==> src/rtl/srhc_pkg.sv <==
`timescale 1ns / 1ps
`default_nettype none
// ----------------------------------------------------------------------------
// srhc_pkg: shared types and constants for the scheduled relay controller
// Word layouts, schedule slot layout, codes and the sequencer state type.
// ----------------------------------------------------------------------------
package srhc_pkg;

  localparam int MAX_PERIODS = 8;
  localparam int IDX_W       = (MAX_PERIODS > 1) ? $clog2(MAX_PERIODS) : 1;
  localparam int PCNT_W      = $clog2(MAX_PERIODS + 1);

  localparam int HOUR_W     = 12;
  localparam int POWER_W    = 16;
  localparam int TEMP_W     = 8;
  localparam int TIME_W     = 32;
  localparam int REP_W      = 15;
  localparam int NUMP_W     = 4;
  localparam int EIDX_W     = 3;
  localparam int KIND_W     = 2;
  localparam int CMD_W      = 2;
  localparam int CFG_IDX_W  = 3;
  localparam int CFG_DATA_W = 15;
  localparam int ALU_W      = TIME_W + 2;

  // item opcodes
  localparam logic OP_EVAL  = 1'b0;
  localparam logic OP_WRITE = 1'b1;

  // period kinds
  localparam logic [KIND_W-1:0] KIND_NONE  = 2'd0;
  localparam logic [KIND_W-1:0] KIND_OFF   = 2'd1;
  localparam logic [KIND_W-1:0] KIND_ON    = 2'd2;
  localparam logic [KIND_W-1:0] KIND_POWER = 2'd3;

  // result command codes
  localparam logic [CMD_W-1:0] CMD_STATUS = 2'd0;
  localparam logic [CMD_W-1:0] CMD_ON     = 2'd1;
  localparam logic [CMD_W-1:0] CMD_OFF    = 2'd2;

  // configuration register indexes
  localparam logic [CFG_IDX_W-1:0] REG_ACTION_VALID   = 3'd0;
  localparam logic [CFG_IDX_W-1:0] REG_ACTION_ENABLED = 3'd1;
  localparam logic [CFG_IDX_W-1:0] REG_LOCAL_MODE     = 3'd2;
  localparam logic [CFG_IDX_W-1:0] REG_REPEAT_SECONDS = 3'd3;
  localparam logic [CFG_IDX_W-1:0] REG_NUM_PERIODS    = 3'd4;

  // temperature thresholds
  localparam logic signed [TEMP_W-1:0] TEMP_ABSENT  = -8'sd100;
  localparam logic signed [TEMP_W-1:0] LIMIT_UNUSED = 8'sd100;

  typedef struct packed {
    logic                       cmd;
    logic [HOUR_W-1:0]          hour;
    logic signed [POWER_W-1:0]  power;
    logic signed [TEMP_W-1:0]   temperature;
    logic [TIME_W-1:0]          now_seconds;
    logic [EIDX_W-1:0]          entry_index;
    logic [KIND_W-1:0]          entry_type;
    logic [HOUR_W-1:0]          entry_end_hour;
    logic signed [POWER_W-1:0]  entry_min_power;
    logic signed [POWER_W-1:0]  entry_max_power;
    logic signed [TEMP_W-1:0]   entry_temp_low;
    logic signed [TEMP_W-1:0]   entry_temp_high;
  } in_word_t;

  typedef struct packed {
    logic [CMD_W-1:0] command;
    logic             relay_is_on;
    logic             last_of_run;
  } out_word_t;

  typedef struct packed {
    logic [KIND_W-1:0]          kind;
    logic [HOUR_W-1:0]          start_hour;
    logic [HOUR_W-1:0]          end_hour;
    logic signed [POWER_W-1:0]  min_power;
    logic signed [POWER_W-1:0]  max_power;
    logic signed [TEMP_W-1:0]   temp_low;
    logic signed [TEMP_W-1:0]   temp_high;
  } period_t;

  typedef struct packed {
    logic [ALU_W-1:0] a;
    logic [ALU_W-1:0] b;
  } alu_req_t;

  typedef struct packed {
    logic [ALU_W-1:0] diff;
    logic             lt;
  } alu_rsp_t;

  typedef enum logic [12:0] {
    ST_IDLE      = 13'b0000000000001,
    ST_WRITE     = 13'b0000000000010,
    ST_DISABLE   = 13'b0000000000100,
    ST_STATUS    = 13'b0000000001000,
    ST_RANGE_LO  = 13'b0000000010000,
    ST_RANGE_HI  = 13'b0000000100000,
    ST_FORCE     = 13'b0000001000000,
    ST_TEMP_LO   = 13'b0000010000000,
    ST_TEMP_HI   = 13'b0000100000000,
    ST_POWER_MIN = 13'b0001000000000,
    ST_POWER_MAX = 13'b0010000000000,
    ST_ELAPSED   = 13'b0100000000000,
    ST_REPEAT    = 13'b1000000000000
  } state_t;

endpackage
`default_nettype wire

==> src/rtl/scheduled_relay_hysteresis_control.sv <==
`timescale 1ns / 1ps
`default_nettype none
// Write word: accepted in IDLE, stored to its slot in WRITE; no result word.
// Evaluate word: the sequencer steps each period in use through one shared compare
// unit; a period is skipped, forced or run through the power and temperature checks,
// and output stalls hold the sequencer in place.
// Sync active-low reset clears relay, command time, slots and configuration, but sets local mode.
// ----------------------------------------------------------------------------
// scheduled_relay_hysteresis_control: scheduled relay with power hysteresis
// Walks the schedule slots one compare at a time and emits relay commands
// and a final status word on each evaluation.
// ----------------------------------------------------------------------------
module scheduled_relay_hysteresis_control (
  input  wire logic                                clk,
  input  wire logic                                rst_n,
  input  wire logic                                in_valid,
  output      logic                                in_ready,
  input  wire srhc_pkg::in_word_t                  in_data,
  output      logic                                out_valid,
  input  wire logic                                out_ready,
  output      srhc_pkg::out_word_t                 out_data,
  input  wire logic                                cfg_we,
  input  wire logic [srhc_pkg::CFG_IDX_W-1:0]      cfg_index,
  input  wire logic [srhc_pkg::CFG_DATA_W-1:0]     cfg_wdata
);

  localparam int IDX_W  = srhc_pkg::IDX_W;
  localparam int PCNT_W = srhc_pkg::PCNT_W;
  localparam int ALU_W  = srhc_pkg::ALU_W;

  // configuration
  logic                          act_valid_r;
  logic                          act_enabled_r;
  logic                          local_mode_r;
  logic [srhc_pkg::REP_W-1:0]    repeat_r;
  logic [srhc_pkg::NUMP_W-1:0]   num_periods_r;

  // sequencer and datapath state
  srhc_pkg::state_t              state_r, state_nxt;
  srhc_pkg::in_word_t            item_r;
  srhc_pkg::period_t             periods_r [srhc_pkg::MAX_PERIODS];
  logic [IDX_W-1:0]              idx_r, idx_nxt;
  logic                          relay_r, relay_nxt;
  logic [srhc_pkg::TIME_W-1:0]   last_cmd_r;
  logic                          ok_r, ok_nxt;
  logic [srhc_pkg::TIME_W-1:0]   elapsed_r, elapsed_nxt;
  logic                          out_valid_r;
  srhc_pkg::out_word_t           out_r;

  // combinational helpers
  logic                          in_fire;
  logic                          slot_free;
  logic                          emit;
  logic [srhc_pkg::CMD_W-1:0]    emit_cmd;
  logic                          emit_last;
  logic [PCNT_W-1:0]             n_used;
  logic                          last_period;
  logic [IDX_W-1:0]              wr_idx;
  logic [IDX_W-1:0]              rd_idx;
  srhc_pkg::period_t             rd_entry;
  logic [srhc_pkg::HOUR_W-1:0]   prev_end;
  logic                          wr_in_range;
  logic                          temp_present;
  logic                          on_allowed;
  logic                          off_allowed;
  logic                          remote_repeat;
  srhc_pkg::alu_req_t            alu_req;
  srhc_pkg::alu_rsp_t            alu_rsp;

  assign in_ready  = (state_r == srhc_pkg::ST_IDLE);
  assign in_fire   = in_valid && in_ready;
  assign slot_free = !out_valid_r || out_ready;
  assign out_valid = out_valid_r;
  assign out_data  = out_r;

  // clamp the slot count to the storage depth
  assign n_used = (int'(num_periods_r) > srhc_pkg::MAX_PERIODS) ?
                  PCNT_W'(srhc_pkg::MAX_PERIODS) : PCNT_W'(num_periods_r);
  assign last_period = ((PCNT_W'(idx_r) + PCNT_W'(1)) == n_used);

  // one read port: previous slot during a write, current slot otherwise
  assign wr_idx      = IDX_W'(item_r.entry_index);
  assign wr_in_range = int'(item_r.entry_index) < srhc_pkg::MAX_PERIODS;
  assign rd_idx      = (state_r == srhc_pkg::ST_WRITE) ? (wr_idx - IDX_W'(1)) : idx_r;
  assign rd_entry    = periods_r[rd_idx];
  assign prev_end    = (wr_idx == '0) ? '0 : rd_entry.end_hour;

  assign temp_present  = $signed(item_r.temperature) > srhc_pkg::TEMP_ABSENT;
  // remote mode switches only on a change; on also needs a repeat interval
  assign on_allowed    = local_mode_r || (!relay_r && (repeat_r != '0));
  assign off_allowed   = local_mode_r || relay_r;
  assign remote_repeat = !local_mode_r && (repeat_r != '0);

  srhc_cmp_unit u_cmp (
    .req (alu_req),
    .rsp (alu_rsp)
  );

  // operand select for the shared compare unit
  always_comb begin
    alu_req = '0;
    unique case (state_r)
      srhc_pkg::ST_RANGE_LO: begin
        alu_req.a = ALU_W'(item_r.hour);
        alu_req.b = ALU_W'(rd_entry.start_hour);
      end
      srhc_pkg::ST_RANGE_HI: begin
        alu_req.a = ALU_W'(rd_entry.end_hour);
        alu_req.b = ALU_W'(item_r.hour);
      end
      srhc_pkg::ST_TEMP_LO: begin
        alu_req.a = {{(ALU_W-srhc_pkg::TEMP_W){rd_entry.temp_low[srhc_pkg::TEMP_W-1]}},
                     rd_entry.temp_low};
        alu_req.b = {{(ALU_W-srhc_pkg::TEMP_W){item_r.temperature[srhc_pkg::TEMP_W-1]}},
                     item_r.temperature};
      end
      srhc_pkg::ST_TEMP_HI: begin
        alu_req.a = {{(ALU_W-srhc_pkg::TEMP_W){item_r.temperature[srhc_pkg::TEMP_W-1]}},
                     item_r.temperature};
        alu_req.b = {{(ALU_W-srhc_pkg::TEMP_W){rd_entry.temp_high[srhc_pkg::TEMP_W-1]}},
                     rd_entry.temp_high};
      end
      srhc_pkg::ST_POWER_MIN: begin
        alu_req.a = {{(ALU_W-srhc_pkg::POWER_W){item_r.power[srhc_pkg::POWER_W-1]}},
                     item_r.power};
        alu_req.b = {{(ALU_W-srhc_pkg::POWER_W){rd_entry.min_power[srhc_pkg::POWER_W-1]}},
                     rd_entry.min_power};
      end
      srhc_pkg::ST_POWER_MAX: begin
        alu_req.a = {{(ALU_W-srhc_pkg::POWER_W){rd_entry.max_power[srhc_pkg::POWER_W-1]}},
                     rd_entry.max_power};
        alu_req.b = {{(ALU_W-srhc_pkg::POWER_W){item_r.power[srhc_pkg::POWER_W-1]}},
                     item_r.power};
      end
      srhc_pkg::ST_ELAPSED: begin
        alu_req.a = ALU_W'(item_r.now_seconds);
        alu_req.b = ALU_W'(last_cmd_r);
      end
      srhc_pkg::ST_REPEAT: begin
        alu_req.a = ALU_W'(repeat_r);
        alu_req.b = ALU_W'(elapsed_r);
      end
      default: begin
        alu_req = '0;
      end
    endcase
  end

  // sequencer: one compare per cycle, hold in place while a word must go
  // out and the output register is still full
  always_comb begin
    state_nxt   = state_r;
    idx_nxt     = idx_r;
    relay_nxt   = relay_r;
    ok_nxt      = ok_r;
    elapsed_nxt = elapsed_r;
    emit        = 1'b0;
    emit_cmd    = srhc_pkg::CMD_STATUS;
    emit_last   = 1'b0;
    unique case (state_r)
      srhc_pkg::ST_IDLE: begin
        if (in_fire) begin
          idx_nxt = '0;
          if (in_data.cmd == srhc_pkg::OP_WRITE) begin
            state_nxt = srhc_pkg::ST_WRITE;
          end else if (!act_valid_r || (act_enabled_r && (n_used == '0))) begin
            state_nxt = srhc_pkg::ST_STATUS;
          end else if (!act_enabled_r) begin
            state_nxt = srhc_pkg::ST_DISABLE;
          end else begin
            state_nxt = srhc_pkg::ST_RANGE_LO;
          end
        end
      end
      srhc_pkg::ST_WRITE: begin
        state_nxt = srhc_pkg::ST_IDLE;
      end
      srhc_pkg::ST_DISABLE: begin
        // force the relay off; announce it unless remote and already off
        if (off_allowed) begin
          if (slot_free) begin
            emit      = 1'b1;
            emit_cmd  = srhc_pkg::CMD_OFF;
            relay_nxt = 1'b0;
            state_nxt = srhc_pkg::ST_STATUS;
          end
        end else begin
          relay_nxt = 1'b0;
          state_nxt = srhc_pkg::ST_STATUS;
        end
      end
      srhc_pkg::ST_STATUS: begin
        if (slot_free) begin
          emit      = 1'b1;
          emit_cmd  = srhc_pkg::CMD_STATUS;
          emit_last = 1'b1;
          state_nxt = srhc_pkg::ST_IDLE;
        end
      end
      srhc_pkg::ST_RANGE_LO: begin
        // hour below the slot start: skip the slot
        if (alu_rsp.lt) begin
          if (last_period) begin
            state_nxt = srhc_pkg::ST_STATUS;
          end else begin
            idx_nxt   = idx_r + IDX_W'(1);
            state_nxt = srhc_pkg::ST_RANGE_LO;
          end
        end else begin
          state_nxt = srhc_pkg::ST_RANGE_HI;
        end
      end
      srhc_pkg::ST_RANGE_HI: begin
        if (!alu_rsp.lt && ((rd_entry.kind == srhc_pkg::KIND_OFF) ||
                            (rd_entry.kind == srhc_pkg::KIND_ON))) begin
          state_nxt = srhc_pkg::ST_FORCE;
        end else if (!alu_rsp.lt && (rd_entry.kind == srhc_pkg::KIND_POWER)) begin
          state_nxt = srhc_pkg::ST_TEMP_LO;
        end else if (last_period) begin
          state_nxt = srhc_pkg::ST_STATUS;
        end else begin
          idx_nxt   = idx_r + IDX_W'(1);
          state_nxt = srhc_pkg::ST_RANGE_LO;
        end
      end
      srhc_pkg::ST_FORCE: begin
        if ((rd_entry.kind == srhc_pkg::KIND_ON) ? on_allowed : off_allowed) begin
          if (slot_free) begin
            emit      = 1'b1;
            emit_cmd  = (rd_entry.kind == srhc_pkg::KIND_ON) ?
                        srhc_pkg::CMD_ON : srhc_pkg::CMD_OFF;
            relay_nxt = (rd_entry.kind == srhc_pkg::KIND_ON);
            if (last_period) begin
              state_nxt = srhc_pkg::ST_STATUS;
            end else begin
              idx_nxt   = idx_r + IDX_W'(1);
              state_nxt = srhc_pkg::ST_RANGE_LO;
            end
          end
        end else if (last_period) begin
          state_nxt = srhc_pkg::ST_STATUS;
        end else begin
          idx_nxt   = idx_r + IDX_W'(1);
          state_nxt = srhc_pkg::ST_RANGE_LO;
        end
      end
      srhc_pkg::ST_TEMP_LO: begin
        // too warm blocks switching on
        ok_nxt    = !(temp_present && ($signed(rd_entry.temp_low) <= srhc_pkg::LIMIT_UNUSED)
                      && alu_rsp.lt);
        state_nxt = srhc_pkg::ST_TEMP_HI;
      end
      srhc_pkg::ST_TEMP_HI: begin
        // too cold blocks switching on
        ok_nxt    = ok_r && !(temp_present &&
                    ($signed(rd_entry.temp_high) <= srhc_pkg::LIMIT_UNUSED) && alu_rsp.lt);
        state_nxt = srhc_pkg::ST_POWER_MIN;
      end
      srhc_pkg::ST_POWER_MIN: begin
        if (alu_rsp.lt && ok_r && on_allowed) begin
          if (slot_free) begin
            emit      = 1'b1;
            emit_cmd  = srhc_pkg::CMD_ON;
            relay_nxt = 1'b1;
            state_nxt = srhc_pkg::ST_POWER_MAX;
          end
        end else begin
          state_nxt = srhc_pkg::ST_POWER_MAX;
        end
      end
      srhc_pkg::ST_POWER_MAX: begin
        if ((alu_rsp.lt || !ok_r) && off_allowed && !slot_free) begin
          state_nxt = srhc_pkg::ST_POWER_MAX;
        end else begin
          if ((alu_rsp.lt || !ok_r) && off_allowed) begin
            emit      = 1'b1;
            emit_cmd  = srhc_pkg::CMD_OFF;
            relay_nxt = 1'b0;
          end
          if (remote_repeat) begin
            state_nxt = srhc_pkg::ST_ELAPSED;
          end else if (last_period) begin
            state_nxt = srhc_pkg::ST_STATUS;
          end else begin
            idx_nxt   = idx_r + IDX_W'(1);
            state_nxt = srhc_pkg::ST_RANGE_LO;
          end
        end
      end
      srhc_pkg::ST_ELAPSED: begin
        // seconds since the last command, modulo the counter width
        elapsed_nxt = alu_rsp.diff[srhc_pkg::TIME_W-1:0];
        state_nxt   = srhc_pkg::ST_REPEAT;
      end
      srhc_pkg::ST_REPEAT: begin
        // interval passed: resend the current relay state
        if (alu_rsp.lt && !slot_free) begin
          state_nxt = srhc_pkg::ST_REPEAT;
        end else begin
          if (alu_rsp.lt) begin
            emit     = 1'b1;
            emit_cmd = relay_r ? srhc_pkg::CMD_ON : srhc_pkg::CMD_OFF;
          end
          if (last_period) begin
            state_nxt = srhc_pkg::ST_STATUS;
          end else begin
            idx_nxt   = idx_r + IDX_W'(1);
            state_nxt = srhc_pkg::ST_RANGE_LO;
          end
        end
      end
      default: begin
        state_nxt = srhc_pkg::ST_IDLE;
      end
    endcase
  end

  // configuration registers
  always_ff @(posedge clk) begin
    if (!rst_n) begin
      act_valid_r   <= 1'b0;
      act_enabled_r <= 1'b0;
      local_mode_r  <= 1'b1;
      repeat_r      <= '0;
      num_periods_r <= '0;
    end else if (cfg_we) begin
      unique case (cfg_index)
        srhc_pkg::REG_ACTION_VALID:   act_valid_r   <= cfg_wdata[0];
        srhc_pkg::REG_ACTION_ENABLED: act_enabled_r <= cfg_wdata[0];
        srhc_pkg::REG_LOCAL_MODE:     local_mode_r  <= cfg_wdata[0];
        srhc_pkg::REG_REPEAT_SECONDS: repeat_r      <= cfg_wdata[srhc_pkg::REP_W-1:0];
        srhc_pkg::REG_NUM_PERIODS:    num_periods_r <= cfg_wdata[srhc_pkg::NUMP_W-1:0];
        default: begin
        end
      endcase
    end
  end

  // schedule slots; the start of a slot is the end of the slot below it
  always_ff @(posedge clk) begin
    if (!rst_n) begin
      for (int k = 0; k < srhc_pkg::MAX_PERIODS; k++) begin
        periods_r[k] <= '0;
      end
    end else if ((state_r == srhc_pkg::ST_WRITE) && wr_in_range) begin
      periods_r[wr_idx].kind       <= item_r.entry_type;
      periods_r[wr_idx].start_hour <= prev_end;
      periods_r[wr_idx].end_hour   <= item_r.entry_end_hour;
      periods_r[wr_idx].min_power  <= item_r.entry_min_power;
      periods_r[wr_idx].max_power  <= item_r.entry_max_power;
      periods_r[wr_idx].temp_low   <= item_r.entry_temp_low;
      periods_r[wr_idx].temp_high  <= item_r.entry_temp_high;
    end
  end

  // control state
  always_ff @(posedge clk) begin
    if (!rst_n) begin
      state_r     <= srhc_pkg::ST_IDLE;
      idx_r       <= '0;
      relay_r     <= 1'b0;
      last_cmd_r  <= '0;
      out_valid_r <= 1'b0;
    end else begin
      state_r <= state_nxt;
      idx_r   <= idx_nxt;
      relay_r <= relay_nxt;
      // every relay command stamps its time
      if (emit && (emit_cmd != srhc_pkg::CMD_STATUS)) begin
        last_cmd_r <= item_r.now_seconds;
      end
      if (emit) begin
        out_valid_r <= 1'b1;
      end else if (out_ready) begin
        out_valid_r <= 1'b0;
      end
    end
  end

  // payload registers
  always_ff @(posedge clk) begin
    if (in_fire) begin
      item_r <= in_data;
    end
    ok_r      <= ok_nxt;
    elapsed_r <= elapsed_nxt;
    if (emit) begin
      out_r.command     <= emit_cmd;
      out_r.relay_is_on <= relay_nxt;
      out_r.last_of_run <= emit_last;
    end
  end

endmodule
`default_nettype wire

==> src/rtl/srhc_cmp_unit.sv <==
`timescale 1ns / 1ps
`default_nettype none
// ----------------------------------------------------------------------------
// srhc_cmp_unit: shared subtract and compare unit
// Signed difference of two extended operands; the sign gives a < b.
// ----------------------------------------------------------------------------
module srhc_cmp_unit (
  input  srhc_pkg::alu_req_t req,
  output srhc_pkg::alu_rsp_t rsp
);

  logic [srhc_pkg::ALU_W-1:0] diff;

  assign diff     = req.a - req.b;
  assign rsp.diff = diff;
  assign rsp.lt   = diff[srhc_pkg::ALU_W-1];

endmodule
`default_nettype wire

==> config.mk <==
export PLATFORM = sky130hd
export DESIGN_NAME = scheduled_relay_hysteresis_control
export DESIGN_NICKNAME = d
export VERILOG_FILES = /design/src/rtl/srhc_pkg.sv /design/src/rtl/scheduled_relay_hysteresis_control.sv /design/src/rtl/srhc_cmp_unit.sv
export SDC_FILE = /design/constraint.sdc
export NUM_CORES = 2
export LEC_CHECK = 0
export BUFFER_PORTS_ARGS = -buffer_cell sky130_fd_sc_hd__buf_2
export CORE_MARGIN = 5
export CORE_UTILIZATION = 62
export CTS_CLUSTER_DIAMETER = 30
export DETAILED_ROUTE_END_ITERATION = 12
export PLACE_DENSITY = 0.86
export SETUP_SLACK_MARGIN = 0.2
export SYNTH_ARGS = -nofsm -noshare
export SYNTH_HDL_FRONTEND = slang
export SYNTH_HIERARCHICAL = 1
export SYNTH_SLANG_ARGS = --single-unit
export TNS_END_PERCENT = 1
==> constraint.sdc <==
create_clock -name clk -period 14.8 [get_ports clk]
set_clock_uncertainty 0.2 [all_clocks]
set_input_delay 0.74 -clock clk [delete_from_list [all_inputs] [get_ports clk]]
set_output_delay 0.74 -clock clk [all_outputs]
set_load 0.01 [all_outputs]
==> summary.txt <==
Placement
  • Placed cell count: 4309
  • Routability Congestion: 1.01
  • IO buf count: 162
  • Hpwl dp: 61600 um

CTS
  • Post-CTS Setup Repair Bufs: 0
  • CTS tree: done
  • # resized after CTS: 0
  • CTS Hold Bufs: 124
  • Inserted Clock Buffers: 155
  • Root buffer cell: clkbuf_16
  • Clk sinks: 834
  • Htree depth: 4
  • Clock slew seen by the registers of the worst setup and hold paths: 50 ps
  • Longest Clk Path Bufs: 3
  • Later-pin clock latency in the skew report: 730 ps

Global routing
  • Number of global-route vias before repair: 30089
  • Gr usage total: 33.6%
  • Largest net degree at the start of global routing: 187
  • Initial antenna violation count: 0
  • Gr ovfl total: 0
  • First-pass GRT wire length: 174000 um

Die
  • Die Y: 261 um
  • Site row count: 92
  • Chip width: 261 um
  • # IOs: 163
  • Core area: 0.0627 sq mm
  • Initial Util: 62.2%
  • Area of the die: 0.0680 sq mm

Route
  • DRC viols: 0
  • Final ANT Viol Nets: 0
  • WL per Instance: 24.6 um
  • Pre-Repair DR Iteration Count: 10
  • Vias per inst: 6.31
  • Vias: 29808
  • Iter 0 DRT Violations: 4365
  • Total routed wirelength: 116000 um

Run status
  • Status: completed

Layout
  • Fill cell count: 3657
  • ANT cells: 0
  • Area Overhead vs Synth: 20.9%
  • NumNets Final: 3941
  • Share of cells above drive strength 1: 13.6%
  • Commonest non-fill, non-tap cell in the layout: edfxtp_1
  • Cell Count, Final, Fillers Out: 4723
  • Most frequent cells in the layout: edfxtp_1, nand2_1, and2_1, nand3_1

Timing
  • Minimum clock period: 9930 ps
  • Total negative slack: 0 ps
  • Slew margin rel.: 22.4%
  • Hold Fails Final Rpt: 0
  • Final setup vio count: 0
  • Worst slew pin tran: 1160 ps
  • Fmax achieved: 101 MHz
  • Fin crit share: 67.1%
  • Slew Limit Fails: 0
  • Worst hold slack: 24.9 ps
  • RSZ-0062 raised after global routing: false

Power
  • Leakage: 18.2 nW
  • Total Power: 6.68 mW
  • Peak VDD IR: 0.102 mV
  • Power Density: 142 mW/mm^2

Hold path
  • WHS Path Cells: 1
  • Min-Delay Path Class: input port to register

Yosys
  • Cells after synthesis: 3474
  • Synth warn: 6
  • Syn avg cell area: 11.2 sq um
  • Syn Nets: 3670
  • Area of the mapped netlist: 0.0390 sq mm

Setup path
  • CP max FO: 175
  • Reg2Reg Depth: 23
  • Crit path arrival time: 10330 ps
  • Worst Setup Start Kind: register
  • CP endpoint kind: register
  • Critical path type: register to register
  • CP Data Required Time: 15200 ps

Flow run
  • Max Cap Viol: 0
==> worst paths after layout <==
| kind | from | to | slack, ps |
|---|---|---|---|
| worst max-delay path | state_r[2]$_SDFFE_PN0P_ | last_cmd_r[27]$_SDFFE_PN0P_ | 4870 |
| worst min-delay path | in_data[110] | item_r[110]$_DFFE_PP_ | 20 |
| worst min register to register | repeat_r[9]$_SDFFE_PN0P_ | repeat_r[9]$_SDFFE_PN0P_ | 300 |
| worst max register to register | state_r[2]$_SDFFE_PN0P_ | last_cmd_r[27]$_SDFFE_PN0P_ | 4870 |
==> power by group <==
| group | switching (mW) | leakage, nW | internal [mW] | total [mW] |
|---|---|---|---|---|
| logic | 0.199 | 7.33 | 0.0936 | 0.293 |
| clock network | 1.25 | 2.59 | 2.36 | 3.61 |
| registers | 0.0859 | 8.27 | 2.69 | 2.78 |
==> critical path, stage by stage (launching register included) <==
cell and delay (ps):
dfxtp_1 340, nor4_1 540, and4_1 740, mux2i_4 820, buf_4 730, buf_12 640
nor2_1 230, a221oi_1 810, nand2_1 140, nand4_1 140, ha_1 360, o2111ai_1 240
a31o_1 250, a21oi_1 130, a21oi_1 420, o21ai_0 190, xnor2_1 880, inv_1 270
nand2_1 150, a21boi_0 140, o22ai_4 340, buf_4 510, mux2i_1 310, nor2b_1 90
==> layer usage <==
metal	part of all wire, %	global-route usage (%)	vias up
met4	5.7	19.5	0
met3	12	8.54	484
met1	35	42.1	14077
li1	-	-	12966
met2	47	53.3	2281
met5	0	0	-
==> metrics by stage <==
| step | instance area, sq um | setup slack (ps) | utilization [%] |
|---|---|---|---|
| floorplan | 39000 | 8410 | - |
| global placement | 40500 | 5500 | 64.6 |
| detailed placement | 40500 | 5210 | 64.6 |
| CTS | 47100 | 5100 | 75.2 |
| global route | 47200 | 4360 | 75.2 |
| finish | 47200 | 4870 | 75.2 |
==> layout make-up <==
| class | count | area, sq um | share of cell area (%) |
|---|---|---|---|
| sequential | 834 | 24300 | 51.6 |
| tap | 846 | 1060 | 2.24 |
| inverter | 51 | 191 | 0.406 |
| timing repair buffer | 328 | 2390 | 5.08 |
| multi-input combinational | 2375 | 13800 | 29.3 |
| clock inverter | 115 | 1330 | 2.83 |
| clock buffer | 174 | 4060 | 8.60 |
==> state kept, by name, summed over array words and instances, names as in the netlist, 4 cells and up <==
signal / cells
elapsed_r: 32
state_r: 13
out_data: 4
item_r: 130
repeat_r: 15
num_periods_r: 4
last_cmd_r: 32
periods_r: 592
Note: power is estimated with default switching activity, not from simulation.
